File: config.mk
export PLATFORM = sky130hd
export DESIGN_NAME = celb_ram
export DESIGN_NICKNAME = d
export VERILOG_FILES = /design/src/hdl/celb_ram.sv
export SDC_FILE = /design/constraint.sdc
export NUM_CORES = 1
export LEC_CHECK = 0
export ABC_AREA = 1
export ABC_CLOCK_PERIOD_IN_PS = 2300
export BUFFER_PORTS_ARGS = -buffer_cell sky130_fd_sc_hd__buf_2
export CORE_AREA = 3 3 116 118
export DETAILED_ROUTE_END_ITERATION = 16
export DIE_AREA = 0 0 119 121
export GPL_ROUTABILITY_DRIVEN = 1
export PLACE_DENSITY = 0.7
export SLEW_MARGIN = 20
export SYNTH_ARGS = -nofsm -noshare
export SYNTH_HDL_FRONTEND = slang
export SYNTH_SLANG_ARGS = --single-unit
File: constraint.sdc
create_clock -name clk -period 2.3 [get_ports clk]
set_clock_uncertainty 0.15 [all_clocks]
set_input_delay 0.115 -clock clk [delete_from_list [all_inputs] [get_ports clk]]
set_output_delay 0.115 -clock clk [all_outputs]
set_load 0.005 [all_outputs]
File: src/hdl/celb_ram.sv
// generic single write port ram with registered read
module celb_ram #(
	parameter int WIDTH = 8,
	parameter int DEPTH = 16
) (
	input  logic                     clk,
	input  logic                     we,
	input  logic [$clog2(DEPTH)-1:0] waddr,
	input  logic [WIDTH-1:0]         wdata,
	input  logic [$clog2(DEPTH)-1:0] raddr,
	output logic [WIDTH-1:0]         rdata
);

	logic [WIDTH-1:0] mem [DEPTH];

	always_ff @(posedge clk) begin
		if (we) begin
			mem[waddr] <= wdata;
		end
		rdata <= mem[raddr];
	end

endmodule

# ---- Yosys cells after proc, flatten, opt, wreduce, memory -nomap -nowiden
# Memory sizes are Yosys's and may differ from the RTL's. A register that Yosys moved wholly into a read port is not among the register bits.
# Cells that the tools add are included.
dict set report totals {
  register_bits 0
  ramBits 128
  in_bits 18
  output_inout_bits 8
  wordCells 3
  memories 1
}
dict set report op_classes {
  mux 2
}
# name words width rd rd_ports_with_merged_regs wr line
set mem_list {}
lappend mem_list {mem 16 8 1 1 1 14} ;# logic [WIDTH-1:0] mem [DEPTH];
# cell count
set op_table {}
lappend op_table {{1-bit two-way mux} 2}

# ---- Longest topological paths before layout
dict set report logic_depth {
  word_depth 2
  mapped_depth 8
}

# ---- Worst setup path before layout
# No wires, ideal clock.
dict set report synth_path {
  path_type {input to register}
  startpoint {in waddr[2]}
  endpoint {mem mem[10][0], enable pin}
  setup_ns 0.370
  arrival_time_ns 0.696
  t_required_ns 1.780
  slack_ns 1.084
  stages 2
  n_path_buf 0
  path_cell_list {nand3b_1 > nor2_1}
}
# element line
set synth_rtl {}
lappend synth_rtl {{from (decl)} 8} ;# input logic [$clog2(DEPTH)-1:0] waddr,
lappend synth_rtl {{to (decl)} 14}
# No word-level cell before the write port.

# ---- Worst setup path after layout
dict set report layout_path {
  startpoint {in waddr[1]}
  endpoint {mem mem[5][0], enable pin}
}
# No word-level cell before the write port.

==> results_dict.tcl <==
set metrics [dict create \
    status "complete, no violations" \
    antenna_cells 0 \
    htreeDepth 4 \
    required_ns 2.19 \
    syn_to_final_growth_pct 14.34 \
    post_cts_buffers 0 \
    drt_first_pass_iters 7 \
    synth-seq-cells 136 \
    final_hold_viol_count 0 \
    antenna_found_initial 0 \
    drt_iter0_drc 432 \
    cp_max_fo 8 \
    grt_pass1_vias 3759 \
    grt_max_degree 33 \
    hp-class "input port to register" \
    p_total_uw 5656 \
    nets 598 \
    core_um2 12570 \
    grt_overflow 0 \
    relSlewSlack_pct 49.98 \
    p_per_area_nw_per_um2 857.7 \
    postSynthAreaPerCell_um2 10.47 \
    syn-cell-area_um2 5767 \
    wl_um 12290 \
    crit_arrival_ns 1.09 \
    clk_pin_slew_ns 0.05 \
    drive_above_1_share_pct 10.29 \
    path_class "input port to register" \
    ioPinCount 26 \
    grt_pass1_wl_um 19530 \
    worst_pin_slew_ns 0.7476 \
    grt_usage_pct 18.02 \
    fin_cells 765 \
    dieArea_um2 14400 \
    syn_nets 569 \
    irDropWorstVdd_uv 580.5 \
    dp.cells 729 \
    rows 41 \
    die_x_um 119 \
    cts_resized 0 \
    fmax_mhz 831.5 \
    ys_types 12 \
    wire_per_inst_um 16.07 \
    synthCells 551 \
    ant_nets 0 \
    clkLatencyLatePin_ns 0.42 \
    vias 3793 \
    drc 0 \
    tns_ns 0 \
    period_share_pct 52.29 \
    fp.dieH_um 121 \
    cp-end-kind "register" \
    rsz0062_at_grt "false" \
    cts_buffers 17 \
    dp_hpwl_um 7724 \
    ys_seq_area_share_pct 69.43 \
    final_max_slew_viol_count 0 \
    drv_cap 0 \
    p_leak_uw 0.002840 \
    clock_path_buffers 2 \
    numClockSinks 136 \
    start_util_pct 45.88 \
    vias_per_cell 4.958 \
    ys.warnings.count 0 \
    ctsRootBufferMaster "clkbuf_16" \
    fin_crit_ns 1.203 \
    cts_tree "yes" \
    setup_viol 0 \
    io_buffers 25 \
    cp-start-kind "input port" \
    gp_congestion 0.8486 \
]
## per-layer routing
| layer | track usage [%] | vias up | wire length (um) |
|---|---|---|---|
| met3 | 3.963 | 27 | 1004 |
| met5 | 0 | - | 0 |
| met4 | 8.617 | 0 | 318 |
| met2 | 28.19 | 176 | 5649 |
| met1 | 24.04 | 1763 | 5321 |
| li1 | - | 1827 | - |
## power breakdown
group / internal [uW] / switching [uW]
Clock: 1590 / 944
Sequential: 2770 / 13.5
Combinational: 97.0 / 237
## timing repair
action,in CTS,in global routing
endpoints found under the hold margin,45,0
setup endpoints to repair,0,0
hold buffers,4,0
## worst max-delay path, stage by stage
cell,delay [ns]
buf_2,0.11
inv_1,0.06
nand2_1,0.16
nor2_1,0.63
## cell usage in the layout, fill, tap and decap left out
cell type / Yosys / final
buf_12: 0 / 1
buf_2: 13 / 25
buf_4: 4 / 4
bufinv_16: 0 / 1
clkbuf_1: 0 / 3
clkbuf_16: 0 / 17
clkbuf_8: 0 / 4
clkinv_2: 0 / 5
clkinv_4: 0 / 1
clkinvlp_4: 0 / 1
dfxtp_1: 8 / 8
dlygate4sd3_1: 0 / 4
edfxtp_1: 128 / 128
inv_1: 100 / 100
inv_2: 2 / 2
nand2_1: 173 / 173
nand3_1: 97 / 97
nand3b_1: 2 / 2
nor2_1: 17 / 17
## metrics by stage
step	hold slack, ns	utilization [%]	cell area (um2)	setup slack (ns)
final	0.004121	52.46	6594	1.097
after global routing	0.005585	52.46	6594	1.020
after CTS	0.005784	52.46	6594	1.091
after detailed placement	0.3412	47.67	5991	0.6547
after global placement	0.3405	47.67	5991	0.7105
after floorplan	0.06387	-	5767	1.084
## flip-flops by register name, summed over array words and instances, names as in the netlist
signal  flops
mem       128
rdata       8
## cells in the mapped netlist, drive strengths merged
| cell | instances | area share, % |
|---|---|---|
| inv | 102 | 6.6 |
| dfxtp | 8 | 2.8 |
| nand3 | 97 | 8.4 |
| nand2 | 173 | 11 |
| buf | 24 | 2.9 |
| nor2 | 17 | 1.1 |
| edfxtp | 128 | 67 |
| nand3b | 2 | 0.26 |
## cell families after synthesis
kind of cell / count (synthesis) / share of synthesized area (%)
flops: 136 / 69.43
buf+inv: 126 / 9.525
simple gates: 289 / 21.05
## path summary, 6_finish.rpt
check	start	slack [ns]	cells after the start	endpoint
setup / recovery	waddr[1]	1.10	4	mem[5][0]
hold / removal	wdata[1]	0.004	1	mem[3][1]
setup reg to reg	mem[9][5]	1.10	6	rdata[5]
hold reg to reg	mem[14][4]	0.54	6	rdata[4]
## cell type report
class,count,area [um2]
sequential,136,4004
tap,172,215.2
clock inverter,8,71.32
inverter,102,382.9
timing repair buffer,34,215.2
fill,1057,5974
clock buffer,24,491.7
multi-input combinational,289,1214
No activity file was read; power rests on OpenSTA's default activity.
